$ cat config.mk
export PLATFORM = sky130hd
export DESIGN_NAME = json_object_deframer
export DESIGN_NICKNAME = d
export VERILOG_FILES = /design/src/hw/rtl/jod_pkg.sv /design/src/hw/rtl/json_object_deframer.sv /design/src/hw/rtl/jod_framer_core.sv /design/src/hw/rtl/jod_out_buffer.sv
export SDC_FILE = /design/constraint.sdc
export NUM_CORES = 1
export LEC_CHECK = 0
export ABC_AREA = 1
export BUFFER_PORTS_ARGS = -buffer_cell sky130_fd_sc_hd__buf_4
export CAP_MARGIN = 20
export CORE_UTILIZATION = 45
export CTS_CLUSTER_SIZE = 8
export DETAILED_ROUTE_END_ITERATION = 8
export PLACE_DENSITY_LB_ADDON = 0.12
export SETUP_SLACK_MARGIN = 0.4
export SYNTH_ARGS = -nofsm -noshare
export SYNTH_HDL_FRONTEND = slang
export SYNTH_HIERARCHICAL = 1
export SYNTH_SLANG_ARGS = --single-unit
$ cat constraint.sdc
create_clock -name clock -period 3 [get_ports clock]
set_input_delay 0.15 -clock clock [delete_from_list [all_inputs] [get_ports clock]]
set_output_delay 0.15 -clock clock [all_outputs]
set_load 0.05 [all_outputs]
$ cat src/hw/rtl/jod_pkg.sv
`default_nettype none
// ----------------------------------------------------------------------------
// JSON object deframer package
// Shared constants, status codes and the structs passed between the framer
// core, the output buffer and the top level.
// ----------------------------------------------------------------------------
package jod_pkg;

   localparam int unsigned MAX_NESTING = 255;
   localparam int unsigned LENGTH_BITS = 16;
   localparam int unsigned DEPTH_BITS  = $clog2(MAX_NESTING + 1);

   localparam logic [LENGTH_BITS-1:0] LENGTH_MAX = {LENGTH_BITS{1'b1}};
   localparam logic [DEPTH_BITS-1:0]  DEPTH_MAX  = DEPTH_BITS'(MAX_NESTING);

   localparam logic [7:0] CH_OPEN   = 8'h7B;
   localparam logic [7:0] CH_CLOSE  = 8'h7D;
   localparam logic [7:0] CH_QUOTE  = 8'h22;
   localparam logic [7:0] CH_BSLASH = 8'h5C;

   typedef enum logic [1:0] {
      STATUS_DISCARD = 2'd0,
      STATUS_BODY    = 2'd1,
      STATUS_END     = 2'd2,
      STATUS_ABORT   = 2'd3
   } status_type;

   typedef struct packed {
      logic [7:0] data;
      status_type status;
   } result_type;

   typedef struct packed {
      logic                  in_frame;
      logic                  in_string;
      logic [DEPTH_BITS-1:0] depth;
   } frame_state_type;

endpackage
`default_nettype wire

$ cat src/hw/rtl/json_object_deframer.sv
`default_nettype none
// ----------------------------------------------------------------------------
// JSON object deframer
// Finds complete top-level JSON objects in a byte stream by brace counting
// and tags every byte as discarded, frame body, frame end or frame abort.
//
//   Channel   Direction  Handshake             Payload
//   req_      in         req_valid/req_stall   req_data_byte
//   rsp_      out        rsp_valid/rsp_stall   rsp_out_byte, rsp_byte_status
//   csr_      in         csr_write_enable      csr_write_data
//
// One request is taken every cycle while req_stall is low; each response
// is registered. The frame state updates per request, which sets the rate.
// Reset is synchronous and clears the frame state and the length limit.
// A stalled response is held in the result register and one more request
// goes to a skid entry; req_stall rises only while that entry is full.
// ----------------------------------------------------------------------------
module json_object_deframer
   import jod_pkg::*;
(
   input  wire logic        clock,
   input  wire logic        reset,
   input  wire logic        req_valid,
   output logic             req_stall,
   input  wire logic [7:0]  req_data_byte,
   output logic             rsp_valid,
   input  wire logic        rsp_stall,
   output logic [7:0]       rsp_out_byte,
   output logic [1:0]       rsp_byte_status,
   input  wire logic        csr_write_enable,
   input  wire logic [15:0] csr_write_data
);

   logic            push;
   logic            full;
   result_type      core_result;
   result_type      out_data;
   frame_state_type frame_state;

   assign push      = req_valid && !full;
   assign req_stall = full;

   jod_framer_core u_core (
      .clock            (clock),
      .reset            (reset),
      .push             (push),
      .data_byte        (req_data_byte),
      .csr_write_enable (csr_write_enable),
      .csr_write_data   (csr_write_data),
      .result           (core_result),
      .frame_state      (frame_state)
   );

   jod_out_buffer u_out_buffer (
      .clock     (clock),
      .reset     (reset),
      .push      (push),
      .push_data (core_result),
      .full      (full),
      .out_valid (rsp_valid),
      .out_stall (rsp_stall),
      .out_data  (out_data)
   );

   assign rsp_out_byte    = out_data.data;
   assign rsp_byte_status = out_data.status;

`ifndef ASSERT_OFF
   a_skid_implies_out: assert property (@(posedge clock) disable iff (reset)
      req_stall |-> rsp_valid)
      else $error("skid entry full without a pending response");

   a_accept_gives_rsp: assert property (@(posedge clock) disable iff (reset)
      (req_valid && !req_stall) |=> rsp_valid)
      else $error("accepted request produced no response");

   a_idle_state_clear: assert property (@(posedge clock) disable iff (reset)
      !frame_state.in_frame |-> (frame_state.depth == '0 && !frame_state.in_string))
      else $error("frame state not cleared outside a frame");

   a_frame_has_depth: assert property (@(posedge clock) disable iff (reset)
      frame_state.in_frame |-> (frame_state.depth != '0))
      else $error("open frame with zero brace depth");
`endif

endmodule
`default_nettype wire

$ cat src/hw/rtl/jod_framer_core.sv
`default_nettype none
// ----------------------------------------------------------------------------
// JSON object deframer core
// Holds the frame state and the length limit register and classifies each
// request byte as discarded, frame body, frame end or frame abort.
// ----------------------------------------------------------------------------
module jod_framer_core
   import jod_pkg::*;
(
   input  wire logic                   clock,
   input  wire logic                   reset,
   input  wire logic                   push,
   input  wire logic [7:0]             data_byte,
   input  wire logic                   csr_write_enable,
   input  wire logic [15:0]            csr_write_data,
   output result_type                  result,
   output frame_state_type             frame_state
);

   logic                   in_frame_ff, in_frame_in;
   logic                   in_string_ff, in_string_in;
   logic                   prev_bslash_ff, prev_bslash_in;
   logic [DEPTH_BITS-1:0]  depth_ff, depth_in;
   logic [LENGTH_BITS-1:0] length_ff, length_in;
   logic [15:0]            max_length_ff;

   logic [LENGTH_BITS-1:0] length_inc;
   logic                   limit_hit;
   logic                   open_limit_hit;
   status_type             status;

   assign length_inc = (length_ff == LENGTH_MAX) ? length_ff
                                                 : length_ff + LENGTH_BITS'(1);
   assign limit_hit = (max_length_ff != 16'd0) &&
                      ({16'd0, length_inc} >= {{LENGTH_BITS{1'b0}}, max_length_ff});
   assign open_limit_hit = (max_length_ff == 16'd1);

   always_comb begin
      in_frame_in    = in_frame_ff;
      in_string_in   = in_string_ff;
      prev_bslash_in = prev_bslash_ff;
      depth_in       = depth_ff;
      length_in      = length_ff;
      status         = STATUS_DISCARD;
      if (!in_frame_ff) begin
         if (data_byte == CH_OPEN) begin
            if (open_limit_hit) begin
               status = STATUS_ABORT;
            end else begin
               status         = STATUS_BODY;
               in_frame_in    = 1'b1;
               depth_in       = DEPTH_BITS'(1);
               in_string_in   = 1'b0;
               prev_bslash_in = 1'b0;
               length_in      = LENGTH_BITS'(1);
            end
         end
      end else if (limit_hit) begin
         status         = STATUS_ABORT;
         in_frame_in    = 1'b0;
         in_string_in   = 1'b0;
         prev_bslash_in = 1'b0;
         depth_in       = '0;
         length_in      = '0;
      end else begin
         status         = STATUS_BODY;
         length_in      = length_inc;
         prev_bslash_in = (data_byte == CH_BSLASH);
         if (data_byte == CH_QUOTE) begin
            if (!in_string_ff) begin
               in_string_in = 1'b1;
            end else if (!prev_bslash_ff) begin
               in_string_in = 1'b0;
            end
         end else if (!in_string_ff) begin
            if (data_byte == CH_OPEN) begin
               if (depth_ff >= DEPTH_MAX) begin
                  status         = STATUS_ABORT;
                  in_frame_in    = 1'b0;
                  prev_bslash_in = 1'b0;
                  depth_in       = '0;
                  length_in      = '0;
               end else begin
                  depth_in = depth_ff + DEPTH_BITS'(1);
               end
            end else if (data_byte == CH_CLOSE) begin
               if (depth_ff <= DEPTH_BITS'(1)) begin
                  status         = STATUS_END;
                  in_frame_in    = 1'b0;
                  prev_bslash_in = 1'b0;
                  depth_in       = '0;
                  length_in      = '0;
               end else begin
                  depth_in = depth_ff - DEPTH_BITS'(1);
               end
            end
         end
      end
   end

   always_ff @(posedge clock) begin
      if (reset) begin
         in_frame_ff    <= 1'b0;
         in_string_ff   <= 1'b0;
         prev_bslash_ff <= 1'b0;
         depth_ff       <= '0;
         length_ff      <= '0;
      end else if (push) begin
         in_frame_ff    <= in_frame_in;
         in_string_ff   <= in_string_in;
         prev_bslash_ff <= prev_bslash_in;
         depth_ff       <= depth_in;
         length_ff      <= length_in;
      end
   end

   always_ff @(posedge clock) begin
      if (reset) begin
         max_length_ff <= 16'd0;
      end else if (csr_write_enable) begin
         max_length_ff <= csr_write_data;
      end
   end

   assign result.data           = data_byte;
   assign result.status         = status;
   assign frame_state.in_frame  = in_frame_ff;
   assign frame_state.in_string = in_string_ff;
   assign frame_state.depth     = depth_ff;

endmodule
`default_nettype wire

$ cat src/hw/rtl/jod_out_buffer.sv
`default_nettype none
// ----------------------------------------------------------------------------
// JSON object deframer output buffer
// Result register with a skid entry, so that a request is taken while a
// finished result still waits on a stalled response channel.
// ----------------------------------------------------------------------------
module jod_out_buffer
   import jod_pkg::*;
(
   input  wire logic       clock,
   input  wire logic       reset,
   input  wire logic       push,
   input  wire result_type push_data,
   output logic            full,
   output logic            out_valid,
   input  wire logic       out_stall,
   output result_type      out_data
);

   logic       out_valid_ff, out_valid_in;
   logic       skid_valid_ff, skid_valid_in;
   result_type out_ff, out_in;
   result_type skid_ff, skid_in;
   logic       take;

   assign take = out_valid_ff && !out_stall;

   always_comb begin
      out_valid_in  = out_valid_ff;
      skid_valid_in = skid_valid_ff;
      out_in        = out_ff;
      skid_in       = skid_ff;
      if (!out_valid_ff || take) begin
         out_valid_in  = skid_valid_ff || push;
         skid_valid_in = 1'b0;
         out_in        = skid_valid_ff ? skid_ff : push_data;
      end else if (push) begin
         skid_valid_in = 1'b1;
         skid_in       = push_data;
      end
   end

   always_ff @(posedge clock) begin
      if (reset) begin
         out_valid_ff  <= 1'b0;
         skid_valid_ff <= 1'b0;
      end else begin
         out_valid_ff  <= out_valid_in;
         skid_valid_ff <= skid_valid_in;
      end
   end

   always_ff @(posedge clock) begin
      out_ff  <= out_in;
      skid_ff <= skid_in;
   end

   assign full      = skid_valid_ff;
   assign out_valid = out_valid_ff;
   assign out_data  = out_ff;

endmodule
`default_nettype wire
==> run metrics, run 1 <==
Crit path required time=3.27 ns; Initial Util=46.8%; Num CTS Buffers=9; Final Core Density=59.3%; Fin Setup TNS=0 ns; Max stage delay on crit path=0.37 ns; relative slew slack=38.6%; critical path peak fanout=7; CTS root buf=clkbuf_8; Static Leak=2.16 nW; slowest CP cell=dfxtp_4; GRT Util Overall=20.4%; vias in the first global route=3446; Max Clock Freq=0.335 GHz; Overflow after GRT=0; TritonCTS clock tree=yes; crit end category=flip-flop; DP HPWL=6.58 mm; die extent in y=97.5 um; CP startpoint kind=flip-flop; Routed WL=9.86 mm; peak supply drop=0.345 mV; hold crit path type=input port to flip-flop; clock skew=0.0102 ns; first-pass GRT wire length=15.6 mm; DRC Markers=0; Worst Tran Pin Value=0.919 ns; Setup violations, final=0; max cap viols=0; Syn Inst Count=550; RSZ-0062 raised after global routing=yes; Bufs on Longest Clock Path=2; Final #Nets=654; Hold Fails Final Rpt=0; clock slew at reported path FFs=0.08 ns; Antenna Cells=0; Die ar.=9510 um2; Setup WS pre-CTS=-0.0253 ns; pins over their slew limit=0; Pre-antenna DRT Iters=5; row count=34; input/output buffers=40; PD cells=369 nW/um2; H-Tree Depth=3; Worst-Skew Late Latency=0.34 ns; final worst slack=0.0148 ns; Ports=41; Avg Cell Area, Syn=7.46 um2; Setup Crit Path Kind=flip-flop to flip-flop; largest net degree at the start of global routing=34; area grow syn2layout=26.5%; core area=8760 um2; Initial DRC Count=244; clock sinks=65; status=finished clean; vias per inst=5.23; initial antenna violation count=0; crit-path most repeated cell=nand2_2; GP Congestion=0.885; layout cell share with drive strength beyond 1=34.4%; fin crit period=2.99 ns; YS warnings=6; ANT nets after route=0; CP arrival=3.25 ns; wire per inst=13.7 um; Synth Cell Area=4110 um2; crit share post-route=99.5%; CP cell instances=ha_4, nand2_2, nor2_4, and2_4, nand3_4, nor2_4, nand2_2, nand3b_1, nand2_2, ha_1, nand2_1, o21ai_1, a21oi_1, nand2_2, nand2_4, nand2_8, nor2_4, nand2_1, a21oi_2; Synthesized Nets=599; Via Count=3758; Die Width=97.5 um
[cell usage in the layout (no fill, tap or decap), types with 19 or more instances in the layout]
| cell | n |
|---|---|
| edfxtp_1 | 20 |
| nand2_1 | 96 |
| o21ai_0 | 40 |
| dfxtp_1 | 38 |
| buf_4 | 60 |
| nand2_2 | 27 |
| inv_1 | 58 |
| a21oi_2 | 19 |
| a21oi_1 | 32 |
| nor2_1 | 31 |
[registers in the layout (all words and copies together) (netlist names), 8 cells and up]
register               flops
u_core/max_length_ff      16
u_core/length_ff          16
u_core/depth_ff            8
u_out_buffer/out_data     10
u_out_buffer/skid_ff      10
[per-layer routing]
| metal | track usage [%] | share of wire (%) |
|---|---|---|
| met3 | 4.10 | 3.8 |
| met4 | 7.47 | 2.5 |
| met2 | 36.7 | 51 |
| met1 | 23.7 | 43 |
| met5 | 0 | 0 |
[final timing paths]
kind | slack [ns] | endpoint | depth (start not counted) | startpoint
min reg2reg | 0.48 | u_core/max_length_ff[10]$_SDFFE_PP0P_ | 2 | u_core/max_length_ff[10]$_SDFFE_PP0P_
max | 0.01 | u_core/length_ff[5]$_SDFFE_PP0P_ | 19 | u_core/length_ff[0]$_SDFFE_PP0P_
min | 0.02 | u_out_buffer/skid_ff[9]$_DFFE_PP_ | 1 | req_data_byte[7]
max reg2reg | 0.01 | u_core/length_ff[5]$_SDFFE_PP0P_ | 19 | u_core/length_ff[0]$_SDFFE_PP0P_
[final cells by class]
cell class / count / area [um2]
Fill cell: 792 / 3570
Sequential cell: 65 / 1520
Inverter: 68 / 260
Tap cell: 108 / 135
Timing Repair Buffer: 70 / 559
Timing Repair inverter: 1 / 3.75
Clock inverter: 7 / 70.1
Clock buffer: 9 / 124
Multi-Input combinational cell: 390 / 2520
[per-stage QoR]
stage               std cells  power [mW]  area [um2]  hold WS, ns
CTS                       704        1.94        4850      0.00244
finish                    718        1.92        5190       0.0236
detailed placement        677        1.19        4480        0.348
floorplan                 550        1.12        4170        0.311
global route              718        2.01        5190      0.00103
global placement          677        1.18        4480        0.349
[where the power goes]
group	leakage, nW	internal (mW)	switching (mW)	total, mW
logic	1.49	0.0857	0.151	0.236
clock network	0.101	0.384	0.354	0.738
registers	0.569	0.934	0.00971	0.944
total	2.16	1.40	0.514	1.92
[worst max-delay path, delay by kind of cell, from the launching register on]
| kind | cells | cell delay [ns] |
|---|---|---|
| adder cells (fa/ha/maj) | 2 | 0.46 |
| AND/OR/NAND/NOR | 14 | 1.68 |
| flip-flops | 1 | 0.37 |
| AO/OA/AOI/OAI | 3 | 0.40 |
[what timing repair did]
action,in CTS,in global routing
endpoints found under the setup margin,31,31
buffers inserted,7,12
pin swaps,12,32
gates cloned,2,1
gates resized for setup,22,65
endpoints found under the hold margin,2,1
hold buffers,2,1
Power figures use the tool's default switching activity.
==> run 2: changes to the inputs <==
ABC_AREA = unset   (was 1)
==> run 2 against run 1 <==
The run now ends with setup timing left. Final cell count decreased by 12%. Sequential share of layout area decreased by 1.5 points. Register-to-register slack got worse by 0.52 ns. Clock-buffer cell count unchanged. Critical path type unchanged. Critical endpoint is now u_core/depth_ff[2]$_SDFFE_PP0P_. Largest cell class unchanged. Largest power group unchanged.
==> run metrics, run 2 <==
Routed WL=10.7 mm; CP cell instances=nand4_1, nor3_2, buf_4, and3_4, mux2_4, ha_4, and4_4, nand4_1, o31a_1, a31oi_4, buf_4, buf_6, nor3_4, buf_6, a22o_4; crit share post-route=117%; status=finished, violations left; DP HPWL=7.51 mm; Clock power frac=39.9%; Antenna Cells=0; Hold Path Depth=1; Worst Tran Pin Value=0.670 ns; Die Width=96.7 um; largest net degree at the start of global routing=28; Top delay family on crit path=simple AND/OR/NAND/NOR gates; pins over their slew limit=0; Bufs on Longest Clock Path=2; WP buf/inv=4; input/output buffers=40; clock sinks=65; Via Count=3640; final worst slack=-0.506 ns; clock skew=0.0130 ns; Post-Layout Inst Area=5430 um2; leading cell type in the layout, fill and taps excluded=buf_4; Setup violations, final=31; worst reg2reg setup slack=-0.51 ns; critical path peak fanout=6; Int Pwr=1.45 mW; Psw=0.553 mW; CP startpoint kind=flip-flop; DRC Markers=0; Ports=41; Avg Cell Area, Syn=9.58 um2; most frequent cells in the layout=buf_4 (107), dfxtp_1 (37), nor2_1 (28), nand2_1 (22), edfxtp_1 (20); hold crit path type=input port to flip-flop; CP arrival=3.76 ns; Fin Setup TNS=-12.09 ns; Max Clock Freq=0.285 GHz; WHS=0.00931 ns; TritonCTS clock tree=yes; max cap viols=0; RR Startpoint=u_core/length_ff[9]$_SDFFE_PP0P_; layout cell share with drive strength beyond 1=40.2%; Final #Nets=569; placed cell areas=4810 um2; die extent in y=96.7 um; Max stage delay on crit path=0.36 ns; Worst-Skew Late Latency=0.36 ns; Overflow after GRT=0; Worst Hold Launch=req_data_byte[3]; combinational group share of total power=12.7%; GRT Util Overall=23.0%; Synth Cell Area=4030 um2; YS warnings=6; peak supply drop=0.245 mV; Flop pwr share=47.4%; Setup Crit Path Kind=flip-flop to flip-flop; failing checks=setup timing; initial antenna violation count=0; Die ar.=9340 um2; row count=34; GP Congestion=0.899; vias per inst=5.75; clock slew at reported path FFs=0.09 ns; Hold Fails Final Rpt=0; relative slew slack=54.9%; slowest CP cell=o31a_1; crit end category=flip-flop; first-pass GRT wire length=17.3 mm; ANT nets after route=0; Initial Util=46.5%; fin crit period=3.51 ns; Syn Inst Count=421; CTS root buf=clkbuf_8; PD cells=368 nW/um2; Synthesized Nets=470; Hold EP=u_out_buffer/skid_ff[5]$_DFFE_PP_; Initial DRC Count=159; vias in the first global route=3575; Net Sw Frac=27.7%; H-Tree Depth=3; Static Leak=2.31 nW; Num CTS Buffers=9; Worst R2R End=u_core/depth_ff[2]$_SDFFE_PP0P_; biggest regs=u_core/length_ff x16, u_core/max_length_ff x16; core area=8680 um2; Pre-antenna DRT Iters=5; wire per inst=16.8 um; area grow syn2layout=34.7%; RSZ-0062 raised after global routing=yes; Crit path required time=3.26 ns; R2R cell count=15
run 2: stage by stage:
stage                     total power, mW  cells  worst slack [ns]  utilization [%]
after detailed placement             1.19    600            -0.523             55.5
final                                2.00    633            -0.506             62.6
after floorplan                      1.12    421            -0.466                -
after global routing                 2.08    633            -0.588             62.6
after global placement               1.19    600            -0.463             55.5
after CTS                            2.01    628            -0.370             61.3
run 2: repair_timing:
item | in CTS | in global routing
buffers inserted | 11 | 5
pin swaps | 12 | 17
gates resized for setup | 44 | 17
hold buffers | 1 | 0
setup endpoints to repair | 31 | 31
endpoints found under the hold margin | 1 | 0
run 2: layout make-up:
| class | count | area (um2) |
|---|---|---|
| Clock inverter | 7 | 83.8 |
| Multi-Input combinational cell | 308 | 2590 |
| Sequential cell | 65 | 1510 |
| Timing Repair Buffer | 117 | 915 |
| Fill cell | 726 | 3250 |
| Tap cell | 108 | 135 |
| Clock buffer | 9 | 124 |
| Inverter | 19 | 71.3 |
run 2: worst register-to-register path: stages, from the launching register on:
cell,delay (ns)
dfxtp_2,0.33
nand4_1,0.15
nor3_2,0.29
buf_4,0.20
and3_4,0.18
mux2_4,0.32
ha_4,0.27
and4_4,0.25
nand4_1,0.09
o31a_1,0.36
a31oi_4,0.30
buf_4,0.18
buf_6,0.10
nor3_4,0.04
buf_6,0.16
a22o_4,0.20
run 2: routing by layer:
layer	vias to the layer above	part of all wire, %	wire (um)	GRT usage [%]
met5	-	0	0	0
met4	0	2.3	244	10.1
met3	21	3.7	395	3.54
met2	107	50	5330	39.4
met1	1727	44	4690	28.5
li1	1785	-	-	-
run 2: worst max path at each step:
stage	start	to	slack, ns	cells past startpoint
2_1_floorplan	u_core/length_ff[4]$_SDFFE_PP0P_	u_out_buffer/out_data[0]$_DFFE_PP_	-0.47	15
4_1_cts	u_core/length_ff[4]$_SDFFE_PP0P_	u_out_buffer/out_data[0]$_DFFE_PP_	-0.37	14
5_1_grt	u_core/length_ff[5]$_SDFFE_PP0P_	u_core/depth_ff[4]$_SDFFE_PP0P_	-0.59	15
3_3_place_gp	u_core/length_ff[3]$_SDFFE_PP0P_	u_out_buffer/out_data[0]$_DFFE_PP_	-0.46	14
3_5_place_dp	u_core/length_ff[3]$_SDFFE_PP0P_	u_out_buffer/out_data[1]$_DFFE_PP_	-0.52	14
6_report	u_core/length_ff[9]$_SDFFE_PP0P_	u_core/depth_ff[2]$_SDFFE_PP0P_	-0.51	15
run 2: power groups by stage:
| stage | Sequential (mW) | Clock (mW) | Combinational (mW) |
|---|---|---|---|
| 5_1_grt | 0.952 | 0.850 | 0.273 |
| 4_1_cts | 0.949 | 0.817 | 0.244 |
| 3_5_place_dp | 0.969 | 0 | 0.224 |
| 2_1_floorplan | 1.01 | 0 | 0.112 |
| 6_report | 0.948 | 0.798 | 0.254 |
| 3_3_place_gp | 0.968 | 0 | 0.220 |
